===== config.mk =====
export PLATFORM = sky130hd
export DESIGN_NAME = wssm_ram
export DESIGN_NICKNAME = d
export VERILOG_FILES = /design/src/hdl/wssm_ram.sv
export SDC_FILE = /design/constraint.sdc
export NUM_CORES = 1
export LEC_CHECK = 0
export BUFFER_PORTS_ARGS = -buffer_cell sky130_fd_sc_hd__buf_4
export CORE_MARGIN = 3
export CORE_UTILIZATION = 50
export DETAILED_ROUTE_END_ITERATION = 8
export PLACE_DENSITY = 0.69
export SKIP_LAST_GASP = 1
export SLEW_MARGIN = 10
export SYNTH_ARGS = -nofsm -noshare
export SYNTH_HDL_FRONTEND = slang
export SYNTH_SLANG_ARGS = --single-unit

===== constraint.sdc =====
create_clock -name clk -period 1.8 [get_ports clk]
set_clock_uncertainty 0.1 [all_clocks]
set_input_delay 0 -clock clk [delete_from_list [all_inputs] [get_ports clk]]
set_output_delay 0 -clock clk [all_outputs]
set_load 0.03 [all_outputs]

===== src/hdl/wssm_ram.sv =====
// generic single-port-write ram with registered read
`default_nettype none
module wssm_ram #(
	parameter int WIDTH = 8,
	parameter int DEPTH = 32
) (
	input wire logic clk,
	input wire logic we,
	input wire logic [$clog2(DEPTH)-1:0] waddr,
	input wire logic [WIDTH-1:0] wdata,
	input wire logic [$clog2(DEPTH)-1:0] raddr,
	output logic [WIDTH-1:0] rdata
);
	logic [WIDTH-1:0] mem_q [DEPTH];

	always_ff @(posedge clk) begin
		if (we) begin
			mem_q[waddr] <= wdata;
		end
		rdata <= mem_q[raddr];
	end
endmodule
`default_nettype wire


* After elaboration in Yosys (flattened, before gate mapping)
Memory sizes are Yosys's and may differ from the RTL's. A register that Yosys moved wholly into a read port is not among the register bits. Index checks and enable logic that the tools add are counted.
Storage, ports and cells: bits in registers 0, RAM bits 256, input port bits 20, output and inout bits 8, logic and storage cells 3, memories 1
Cells by class: mux-type cells 2
Memories:
- mem_q | depth 32, width 8, read ports 1, clocked after memory_dff 1, wr ports 1, RTL line 14 | logic [WIDTH-1:0] mem_q [DEPTH];
Operators with widths (count):
- two-way mux 1 bit | 2

* Longest topological paths before layout
depth in word-level cells 2, gate-level depth with buffers 5, mapped depth without buffers 3

* Worst setup path after synthesis
OpenSTA, ideal clock, no wires.
kind input -> register, from in raddr[2], to reg rdata[0], read port of mem_q, arrival time 1682 ps, data required time 1579 ps, path slack -102 ps, stages 5, path through clkbuf_1 > clkbuf_1 > mux4_2 > mux4_2 > mux2_2
RTL lines:
- from (decl) | RTL line 11 | input wire logic [$clog2(DEPTH)-1:0] raddr,
- to (decl) | RTL line 12 | output logic [WIDTH-1:0] rdata

==> impl.org <==
** Synth
- In this run, synthesis inferred between 200 and 300 flip-flops with an integrated enable.
- After synthesis the netlist holds a flip-flop and latch count of 264.
- Of the synthesized area, sequential elements account for between 70 and 80%.
- After synthesis, the share of flip-flops with an asynchronous set or reset is 0%.
- Synthesis Warnings :: 0
- Counting every instance in the synthesized netlist gives ~420.
- Most repeated cell in the gate-level netlist after synthesis :: sky130_fd_sc_hd__edfxtp_1
- Flip-flop cell with the highest count after synthesis :: sky130_fd_sc_hd__edfxtp_1
- Area of the mapped netlist :: around 10,000 sq um
- Synth cell count leaders :: sky130_fd_sc_hd__edfxtp_1 (256), sky130_fd_sc_hd__mux4_2 (80), sky130_fd_sc_hd__nor2_1 (33), sky130_fd_sc_hd__dfxtp_1 (8), sky130_fd_sc_hd__mux2_2 (8)
- The share of synthesized area in the top cell type comes to about 76%.
- Synthesized net count :: between 400 and 500
- Ranked by total cell area, the synthesized netlist is headed by sky130_fd_sc_hd__edfxtp_1 (76%), sky130_fd_sc_hd__mux4_2 (18%), sky130_fd_sc_hd__dfxtp_1 (1.6%).
- sky130_fd_sc_hd__edfxtp_1 takes more of the synthesized area than any other cell.
- Avg Cell Area, Syn :: between 20 and 25 sq um
- Number of library cell types mapped by synthesis :: 15

** Pwr
- Dividing total power by cell area gives a power density of 1100 nW/um^2.
- Max VDD drop :: between 600 and 700 uV
- The analysis attributes to cell leakage a power of 3.83 nW.
- The design draws between 10 and 15 mW.

** Layout
- The sequential cells in the finished layout cover a total of about 7800 sq um.
- Final core utilization :: a little over 60%
- Finished Layout Cells :: approximately 790
- Finished layout cell area :: about 12,000 sq um
- Number of diodes added for antenna fixing :: 0
- Fraction of final layout cells with drive strength greater than 1 :: around two fifths
- FILL cells :: 1,350
- Net count of the finished layout :: 524
- Compared with the post-synthesis result, the final layout area differs by 18.3%.
- Area of the multi-input gates :: about 2100 sq um

** Critical path
- CP Data Required Time :: 2.11 ns
- In this run the worst setup path begins at mem_q[5][2]$_DFFE_PP_.
- Maximum fanout encountered on the critical timing path :: 1
- STA classifies the critical path startpoint as a flop.
- Critical path start-end classification :: reg -> reg
- Kind of end point of the critical path :: flop
- Worst Path Arrival :: 2.23 ns
- In this run the critical register-to-register path is launched from mem_q[5][2]$_DFFE_PP_.
- For the worst flop-to-flop path, the logic depth is 3.

** STA
- Setup violations remaining at the end of the flow were counted as 8.
- Final-layout worst hold slack :: around 0.07 ns
- Static timing analysis puts the maximum clock frequency at ~520 MHz.
- Max_slew headroom :: between 60% and 70%
- After layout, the worst path uses 107% of the clock period.
- At the pin with the least slew margin, the transition time is around 0.52 ns.
- RSZ-0062 raised after global routing :: true
- The number of hold violations in the final report was 0.
- Post-layout min period :: 1.92 ns
- The max-slew violation count came to 0.
- Post-route setup slack :: -0.121 ns

** Route
- Using the TritonRoute via totals, the vias-per-cell ratio works out to roughly 5.8.
- Wires add up to about 20,000 um.
- Before antenna repair, the detailed router went through 5 iterations.
- In the final routed layout, each cell accounts on average for ~26 um.
- Number of violations reported at the end of detailed-routing iteration 0 :: 418
- Via count of the routed design :: about 4,500
- Final antenna-violating net count :: 0
- DRC :: 0

** Clock network
- TritonCTS built the clock tree.
- CTS built an H-tree with a depth of 1.
- In this run the deepest clock path goes through 3 buffers.
- After clock tree synthesis, the clock-pin slew on the worst setup and hold paths is 0.06 ns.
- For the worst-skew pair, the clock arrives at the later sink with an insertion delay of 0.52 ns.
- CTS saw 264 sinks.
- Buffers inserted during clock tree synthesis total 26.
- The cell sitting at the root of the clock tree is a sky130_fd_sc_hd__clkbuf_16.

** Worst hold path
- Worst hold stages :: 4
- The worst hold path begins at waddr[3].
- The min-delay analysis places its worst path in the category in -> reg.

** Global route
- The number of global-route vias before repair was approximately 4,600.
- Final global-route overflow total :: 0
- Antenna violations before repair :: 1
- Pin count of the biggest net entering global routing :: 33
- Combined global-route utilization of all metal layers :: about a fifth
- Global-route wire length before repair :: just over 30,000 um

** Placed design
- Detailed placement HPWL :: 12,800 um
- The placed instances occupy a cell area of between 10,000 and 15,000 sq um.
- The congestion estimate from routability-driven global placement came to 0.745.
- Port Buf Inserts :: 27
- Including well taps, the total number of placed cells is around 730.

** Floorplanning
- After floorplanning, the core was divided into approximately 50 placement rows.
- Standard cell core area :: slightly below 20,000 sq um
- Pin placement for this block handled 28 I/O pins.
- Full die area :: 21,800 sq um
- The initial utilization of the core area, before any placement, comes to between 50 and 60%.
- Die extent in x :: between 100 and 150 um
- The die is around 150 um tall.

** Job
- Max-cap violations :: 0

** Status
- The flow ran to the end, but the final reports show violations.
- Failing checks :: setup timing
-- cells in the final DEF (no fill, tap or decap) --
master	n
sky130_fd_sc_hd__or3b_2	3
sky130_fd_sc_hd__mux2_4	5
sky130_fd_sc_hd__clkinv_4	1
sky130_fd_sc_hd__nand2_1	1
sky130_fd_sc_hd__clkinvlp_4	4
sky130_fd_sc_hd__bufinv_16	3
sky130_fd_sc_hd__mux4_2	80
sky130_fd_sc_hd__clkinv_1	2
sky130_fd_sc_hd__clkbuf_1	6
sky130_fd_sc_hd__or3_1	1
sky130_fd_sc_hd__dfxtp_1	8
sky130_fd_sc_hd__clkbuf_16	27
sky130_fd_sc_hd__nand3b_1	5
sky130_fd_sc_hd__mux2_2	3
sky130_fd_sc_hd__buf_12	7
sky130_fd_sc_hd__buf_4	62
sky130_fd_sc_hd__dlygate4sd3_1	10
sky130_fd_sc_hd__clkinv_2	2
sky130_fd_sc_hd__clkbuf_8	3
sky130_fd_sc_hd__nand3_1	2
sky130_fd_sc_hd__edfxtp_1	256
sky130_fd_sc_hd__nor2_1	33
-- worst paths after layout --
path                                          endpoint  slack [ns]
worst min-delay path            mem_q[17][0]$_DFFE_PP_        0.07
worst max-delay path                  rdata[2]$_DFF_P_       -0.12
worst min register to register        rdata[5]$_DFF_P_        0.80
worst max register to register        rdata[2]$_DFF_P_       -0.12
-- flip-flops by register name (all words and copies together), names as in the netlist --
name	cells
rdata	8
mem_q	256
-- per-stage QoR --
step / TNS [ns] / worst slack, ns
detailed placement: -1.55 / -0.242
CTS: -0.730 / -0.129
finish: -0.723 / -0.121
global route: -0.968 / -0.164
global placement: -1.45 / -0.223
floorplan: 0 / 0.0145
-- final cells by class --
cell class                      instances  area share (%)
Multi-Input combinational cell        133            17.8
Clock inverter                         12            1.23
Timing Repair Buffer                   79            5.94
Tap cell                              265            2.79
Clock buffer                           36            6.22
Sequential cell                       264            66.0
-- critical path, stage by stage, from the launching register on --
cell                       delay, ns
sky130_fd_sc_hd__edfxtp_1       0.36
sky130_fd_sc_hd__mux4_2         0.54
sky130_fd_sc_hd__mux4_2         0.52
sky130_fd_sc_hd__mux2_2         0.28
-- cells by family after synthesis --
family / count (synthesis) / synth area share (%)
DFF: 264 / 78.1
muxes: 88 / 18.8
and+or+nand+nor: 45 / 2.07
buffers and inverters: 20 / 1.06
-- routing by layer --
metal | vias up | GRT usage, % | wire (um)
met1 | 2392 | 30.5 | 8910
met2 | 161 | 28.3 | 9460
li1 | 1957 | - | -
met4 | 2 | 4.47 | 289
met3 | 25 | 4.32 | 1520
met5 | - | 0 | 13
-- timing repair --
action | 4_1_cts | 5_1_grt
setup endpoints to repair | 8 | 8
buffers inserted | 0 | 0
endpoints found under the hold margin | 264 | 0
hold buffers | 10 | 0
resized for setup | 5 | 0
-- report_power, final --
group	internal [mW]	switching (mW)
Sequential	6.83	0.0370
Clock	3.31	2.13
Combinational	0.357	0.415
(Power assumes the default switching activity.)
