==> config.mk <==
export PLATFORM = sky130hd
export DESIGN_NAME = wssm_div
export DESIGN_NICKNAME = d
export VERILOG_FILES = /design/src/hdl/wssm_pkg.sv /design/src/hdl/wssm_div.sv
export SDC_FILE = /design/constraint.sdc
export NUM_CORES = 1
export LEC_CHECK = 0
export ABC_CLOCK_PERIOD_IN_PS = 3700
export BUFFER_PORTS_ARGS = -buffer_cell sky130_fd_sc_hd__buf_2
export CAP_MARGIN = 10
export CORE_MARGIN = 2
export CORE_UTILIZATION = 56
export DETAILED_ROUTE_END_ITERATION = 8
export PLACE_DENSITY = 0.78
export SLEW_MARGIN = 25
export SYNTH_ARGS = -nofsm -noshare
export SYNTH_HDL_FRONTEND = slang
export SYNTH_SLANG_ARGS = --single-unit
==> constraint.sdc <==
create_clock -name clk -period 3.7 [get_ports clk]
set_input_delay 0.37 -clock clk [delete_from_list [all_inputs] [get_ports clk]]
set_output_delay 0.37 -clock clk [all_outputs]
set_load 0.01 [all_outputs]
==> src/hdl/wssm_pkg.sv <==
// package: widths, codes and shared types of the working set size meter
`default_nettype none
package wssm_pkg;
	localparam int ADDR_W = 48;
	localparam int LEN_W = 8;
	localparam int PAGE_W = 44;
	localparam int PSIZE_W = 33;
	localparam int SKIP_W = 32;
	localparam int WLEN_W = 12;
	localparam int COUNT_W = 13;
	localparam int EPOCH_W = 8;
	localparam int CFG_DATA_W = 33;
	localparam int CFG_IDX_W = 2;
	localparam int PSIZE_MIN = 16;
	localparam int PSIZE_RESET = 4096;
	localparam int WLEN_RESET = 1000;
	localparam int COUNT_MAX = 8191;
	localparam int WINDOW_MAX_DEF = 2048;
	localparam int TABLE_SLOTS_DEF = 4096;

	typedef enum logic [CFG_IDX_W-1:0] {
		REG_SKIP = 2'd0,
		REG_PAGE_SIZE = 2'd1,
		REG_WINDOW = 2'd2
	} cfg_reg_t;

	typedef enum logic [2:0] {
		ST_CLEAR,
		ST_IDLE,
		ST_DIV_PAGE,
		ST_ISSUE,
		ST_PROBE,
		ST_FINISH
	} state_t;

	typedef struct packed {
		logic done;
		logic [ADDR_W-1:0] quo;
	} div_res_t;

	typedef struct packed {
		logic [EPOCH_W-1:0] epoch;
		logic [PAGE_W-1:0] page;
	} slot_word_t;
endpackage
`default_nettype wire

==> src/hdl/wssm_div.sv <==
// restoring divider, one quotient bit per cycle
`default_nettype none
module wssm_div (
	input wire logic clk,
	input wire logic arst_n,
	input wire logic start,
	input wire logic [wssm_pkg::ADDR_W-1:0] dividend,
	input wire logic [wssm_pkg::PSIZE_W-1:0] divisor,
	output wssm_pkg::div_res_t res
);
	localparam int NW = wssm_pkg::ADDR_W;
	localparam int DW = wssm_pkg::PSIZE_W;
	localparam int CNT_W = $clog2(NW + 1);

	logic [NW-1:0] quo_q;
	logic [DW-1:0] rem_q;
	logic [DW-1:0] div_q;
	logic [CNT_W-1:0] cnt_q;
	logic busy_q;
	logic done_q;
	logic [DW:0] trial;
	logic take;

	assign trial = {rem_q, quo_q[NW-1]};
	assign take = trial >= {1'b0, div_q};

	always_ff @(posedge clk or negedge arst_n) begin
		if (!arst_n) begin
			busy_q <= 1'b0;
			done_q <= 1'b0;
			cnt_q <= '0;
		end else begin
			done_q <= 1'b0;
			if (start) begin
				busy_q <= 1'b1;
				cnt_q <= '0;
			end else if (busy_q) begin
				cnt_q <= cnt_q + 1'b1;
				if (cnt_q == CNT_W'(NW - 1)) begin
					busy_q <= 1'b0;
					done_q <= 1'b1;
				end
			end
		end
	end

	always_ff @(posedge clk) begin
		if (start) begin
			quo_q <= dividend;
			rem_q <= '0;
			div_q <= divisor;
		end else if (busy_q) begin
			quo_q <= {quo_q[NW-2:0], take};
			rem_q <= take ? DW'(trial - {1'b0, div_q}) : trial[DW-1:0];
		end
	end

	assign res.done = done_q;
	assign res.quo = quo_q;
endmodule
`default_nettype wire
**Yosys cells after proc, flatten, opt, wreduce, memory -nomap -nowiden**

Index checks and enable logic that the tools add are counted.

- Bits in writable memories: 0
- Output and inout bits: 49
- ROM bits: 0
- Memories kept: 0
- Latch bits: 0
- Logic and storage cells: 22
- Flip-flop bits (word level): 122
- Input port bits: 84

- Div/mod/pow operators: 0
- Equality and inequality tests: 1
- Multipliers: 0
- Add/sub/neg operators: 2
- Reductions and logical operators: 1
- Multiplexer cells: 11
- Shift operators: 0
- Bitwise operators: 0
- Magnitude comparators: 1

Operators by type and width:

| operator | number |
|---|---|
| 48-bit two-way mux | 2 |
| 34-bit by 33-bit >= comparator with 1-bit output | 1 |
| 33-bit two-way mux | 1 |
| 33-bit subtractor | 1 |
| 6-bit two-way mux | 2 |
| 6-bit by 1-bit adder with 6-bit output, second input constant | 1 |
| 6-bit equality test, second input constant | 1 |
| 1-bit two-way mux | 6 |
| 2-bit nonzero test | 1 |

**Longest topological paths before layout**

- Word-level depth: 4
- Depth in mapped cells: 14
- Mapped depth without buffers: 12

**Worst setup path before layout**

No wires, ideal clock.

- Path type: register -> register
- From: register quo_q[47]
- To: register quo_q[0] (data pin)
- Data arrival time: 2782 ps
- Stages on the path, launching flop included: 14
- Path buffers: 2
- Data required time: 3440 ps
- Setup slack: 658 ps
- Period minus slack after synthesis: 3042 ps
- Setup time: 260 ps
- Path through: edfxtp_1 inv_1 ha_1 inv_1 fa_1 a21oi_1 o211ai_1 a22oi_2 a21o_2 a2111oi_4 or3_1 buf_6 buf_6 mux2_2

- Longest elaborated chain between the ends: 3

Ends and longest elaborated chain:

| element | line | source |
|---|---|---|
| start, declared | wssm_div.sv:15 | `logic [NW-1:0] quo_q;` |
| start signal, assigned | wssm_div.sv:49 | `quo_q <= dividend;` |
| start signal, assigned | wssm_div.sv:53 | `quo_q <= {quo_q[NW-2:0], take};` |
| 34-bit by 33-bit >= comparator with 1-bit output | wssm_div.sv:25 | `assign take = trial >= {1'b0, div_q};` |
| 48-bit two-way mux | wssm_div.sv:52 | `end else if (busy_q) begin` |
| 48-bit two-way mux | wssm_div.sv:48 | `if (start) begin` |

Every way passes these cells. The select of a mux whose other input is x is not followed.
A chain may end at the register's enable or synchronous reset.

**Worst setup path in the final report**

- From: register quo_q[47]
- To: register rem_q[2]

- Longest elaborated chain between the ends: 2

Ends and longest elaborated chain:

| element | line | source |
|---|---|---|
| 33-bit subtractor / 34-bit by 33-bit >= comparator with 1-bit output (equally long branches) | wssm_div.sv:54, wssm_div.sv:25 |  |
| 33-bit two-way mux * | wssm_div.sv:54 | `rem_q <= take ? DW'(trial - {1'b0, div_q}) : trial[DW-1:0];` |
| end signal, assigned | wssm_div.sv:54 |  |
| end, declared | wssm_div.sv:16 | `logic [DW-1:0] rem_q;` |

Mark *: on every way between the ends. The rest lies on a longest branch, timed or not.

==> results.py <==
metrics = {
    "yosys": {
        "synthesis.nets": 784,
        "synth-main-ff-cell": "edfxtp_1",
        "syn_area_um2": 7060,
        "yosysWarnings": 0,
        "synth_area_per_cell_um2": 10.6,
        "ys_seq_area_share_pct": 46.7,
        "syn_inst": 665,
        "synth-edff-count": 81,
        "ys_types": 66,
        "async_flop_share_pct": 6.56,
        "ys_seq_elements": 122,
    },
    "route": {
        "wl_per_cell_um": 17.3,
        "drt_wl_total_mm": 16.9,
        "first_iter_violations": 353,
        "first_pass_iters": 4,
        "drc": 0,
        "vias_per_cell": 5.77,
        "ant_nets": 0,
        "vias": 5634,
    },
    "timing": {
        "setup_viol": 0,
        "fin_worst_skew_ns": 0.0249,
        "fin_crit_ns": 3.27,
        "slew_viol_final": 0,
        "tns_ns": 0,
        "maxSlewHeadroom_pct": 55.4,
        "max_slew.worst_pin.slew_ns": 0.668,
        "hold_viol_final": 0,
        "fmax_ghz": 0.306,
        "finalCritPeriodShare_pct": 88.4,
        "rsz0062_at_grt": "no",
    },
    "grt": {
        "grt_antenna_before_repair": 0,
        "use_met2_pct": 41.7,
        "grt_overflow_total": 0,
        "grt_max_degree": 110,
        "grt_usage_pct": 26.1,
        "grtUsageMet3_pct": 7.47,
        "grt_pass1_wl_mm": 27.2,
        "grt_pass1_vias": 5503,
        "grt_busiest_layer": "met2",
        "met1_usage_pct": 33.7,
    },
    "outcome": {
        "status": "finished clean",
    },
    "worst_setup_path": {
        "ff2ff_path_depth": 12,
        "slowest_delay_ns": 0.51,
        "path_common_cell": "inv_1",
        "worst_setup_path_start_kind": "register",
        "reg2reg_from": "quo_q[47]",
        "reg2reg_to": "rem_q[2]",
        "rrSetupSlack_ns": 0.43,
        "critPathRequiredTime_ns": 4.02,
        "worstPathMaxFanout": 13,
        "cp.arrival_ns": 3.59,
        "worst_path_max_delay_cell": "or3_4",
        "worstSetupEndpointType": "register",
        "path_cells": "inv_1 > ha_1 > inv_1 > fa_1 > a21oi_1 > o211ai_1 > a22oi_2 > a21o_2 > a2111oi_4 > or3_4 > mux2_1 > a22o_1",
        "critPathKind": "reg2reg",
    },
    "floorplan": {
        "core-area_um2": 12500,
        "initial_utilization_pct": 56.6,
        "io_pins": 133,
        "die_w_um": 116,
        "die_h_um": 116,
        "die_area_um2": 13500,
        "rows": 41,
    },
    "cells_and_area": {
        "final_cell_mix": "131 x buf_2, 81 x edfxtp_1, 64 x nand2_1",
        "multi_input_area_um2": 3420,
        "ff_latch_area_um2": 3290,
        "final_area_um2": 8490,
        "diodes": 0,
        "nFillCells": 924,
        "area_delta_synth_final_pct": 20.3,
        "nets": 911,
        "final_common_cell": "buf_2",
        "layout-drive-gt1-share_pct": 32.0,
    },
    "clocking": {
        "htreeDepth": 4,
        "clk_latency_ns": 0.44,
        "postCtsSetupRepairBufs": 0,
        "cts-root-buf": "clkbuf_16",
        "clk_pin_slew_ns": 0.06,
        "cts_tree": "yes",
        "cts_max_path_buffers": 2,
        "numCtsBuffers": 17,
        "cts_sinks": 122,
    },
    "pwr": {
        "max-vdd-ir-drop_mv": 0.422,
        "clkPwrFrac_pct": 33.7,
        "power.switching_uw": 1720,
        "power.density_nw_per_um2": 608,
        "switching_share_pct": 33.4,
        "pwr-share-seq_pct": 34.6,
        "comb_power_share_pct": 31.7,
        "internal-power_uw": 3440,
        "leakagePower_uw": 0.00369,
    },
    "placement": {
        "place_area_um2": 7850,
        "place.gp.congestion": 0.976,
        "hpwlAfterDp_mm": 11.9,
        "port_buffers": 132,
    },
    "flow_run": {
        "drv_cap": 0,
    },
    "hold_path": {
        "min_to": "div_q[27]",
        "holdCritStartpoint": "divisor[27]",
        "hold_depth": 1,
        "hold_class": "in2reg",
    },
}
-- layout make-up --
| class | instances | share of cell area, % |
|---|---|---|
| flip-flops and latches | 122 | 38.8 |
| multi-input cells | 460 | 40.3 |
| clock buffers | 20 | 5.38 |
| repair buffers | 142 | 8.87 |
| well taps | 172 | 2.54 |
| clock inverters | 12 | 1.93 |
| inverters | 49 | 2.17 |
-- cell usage after synthesis (all sizes together) (2+ instances only) --
cell type  number  share of area, %
edfxtp         81                34
nand2          70               3.9
mux2           51               8.1
inv            49               2.6
nor2           43               2.3
ha             34               6.0
dfxtp          33               9.4
a21oi          31               2.2
o21ai          31               2.3
a21o           23               2.5
a311oi         19               3.9
clkbuf         19               1.0
nand3          16               1.5
buf            15               1.4
xnor2          13               1.6
xor2           13               1.6
nand4          11              0.98
a32oi           9               1.1
dfrtp           8               2.8
nor3            8              0.64
or3             8              0.71
a211oi          7              0.74
o211ai          6              0.64
a31oi           5              0.44
and2            5              0.44
and3            5              0.44
o21a            5              0.53
nor2b           4              0.35
o21bai          4              0.43
o31ai           4              0.43
a22o            3              0.37
nand2b          3              0.27
nor4            3              0.27
a2111oi         2              0.51
a211o           2              0.25
a21boi          2              0.21
a22oi           2              0.28
mux2i           2              0.28
nand4b          2              0.25
o311ai          2              0.25
or2             2              0.18
-- worst max path at each step --
stage | start | to | slack [ns]
after global placement | quo_q[47] | rem_q[8] | 0.39
after global routing | quo_q[47] | rem_q[2] | 0.26
final | quo_q[47] | rem_q[2] | 0.43
after detailed placement | quo_q[47] | rem_q[24] | 0.28
after CTS | quo_q[47] | rem_q[2] | 0.21
after floorplan | quo_q[47] | quo_q[0] | 0.66
-- sequential cells by signal, summed over array words and instances, names as in the netlist --
signal	flops
div_q	33
cnt_q	6
busy_q	1
rem_q	33
done_q	1
quo_q	48
-- what timing repair did --
| item | in CTS | in global routing |
|---|---|---|
| setup endpoints to repair | 0 | 2 |
| hold buffers | 1 | 0 |
| gates resized for setup | 0 | 1 |
| endpoints found under the hold margin | 8 | 0 |
-- through the flow --
| stage | power, uW | instances | setup slack (ns) | utilization [%] | hold WS (ns) |
|---|---|---|---|---|---|
| floorplan | 3010 | 665 | 0.658 | - | 0.0744 |
| CTS | 5170 | 977 | 0.214 | 68.1 | 0.102 |
| global placement | 3380 | 944 | 0.393 | 63.0 | 0.216 |
| detailed placement | 3410 | 944 | 0.284 | 63.0 | 0.223 |
| global route | 5420 | 977 | 0.258 | 68.1 | 0.100 |
| finish | 5160 | 977 | 0.429 | 68.1 | 0.106 |
-- metal layers --
metal,share of wire (%),wire (um)
met1,45,7530
met5,0,0
met4,2.4,400
met3,7.0,1180
met2,46,7770
-- power groups by stage --
| stage | clock (uW) | sequential, uW | combinational, uW |
|---|---|---|---|
| after detailed placement | 0 | 1810 | 1610 |
| after floorplan | 0 | 1810 | 1210 |
| final | 1740 | 1790 | 1630 |
| after CTS | 1770 | 1790 | 1620 |
| after global placement | 0 | 1800 | 1580 |
| after global routing | 1820 | 1810 | 1790 |
-- critical path, delay by kind of cell (launching register included) --
| family | cells | cell delay [ns] |
|---|---|---|
| flip-flops | 1 | 0.41 |
| AO/OA/AOI/OAI | 6 | 1.16 |
| adder cells (fa/ha/maj) | 2 | 0.59 |
| buffers and inverters | 2 | 0.15 |
| multiplexers | 1 | 0.35 |
| AND/OR/NAND/NOR | 1 | 0.51 |
-- cells by family after synthesis --
kind of cell	synth area share, %
multiplexers	8.42
adder cells (fa/ha/maj)	6.31
XOR/XNOR	3.23
buffers and inverters	5.00
AND/OR/NAND/NOR	12.4
AO/OA/AOI/OAI	17.9
flip-flops	46.7
Power figures use the tool's default switching activity.
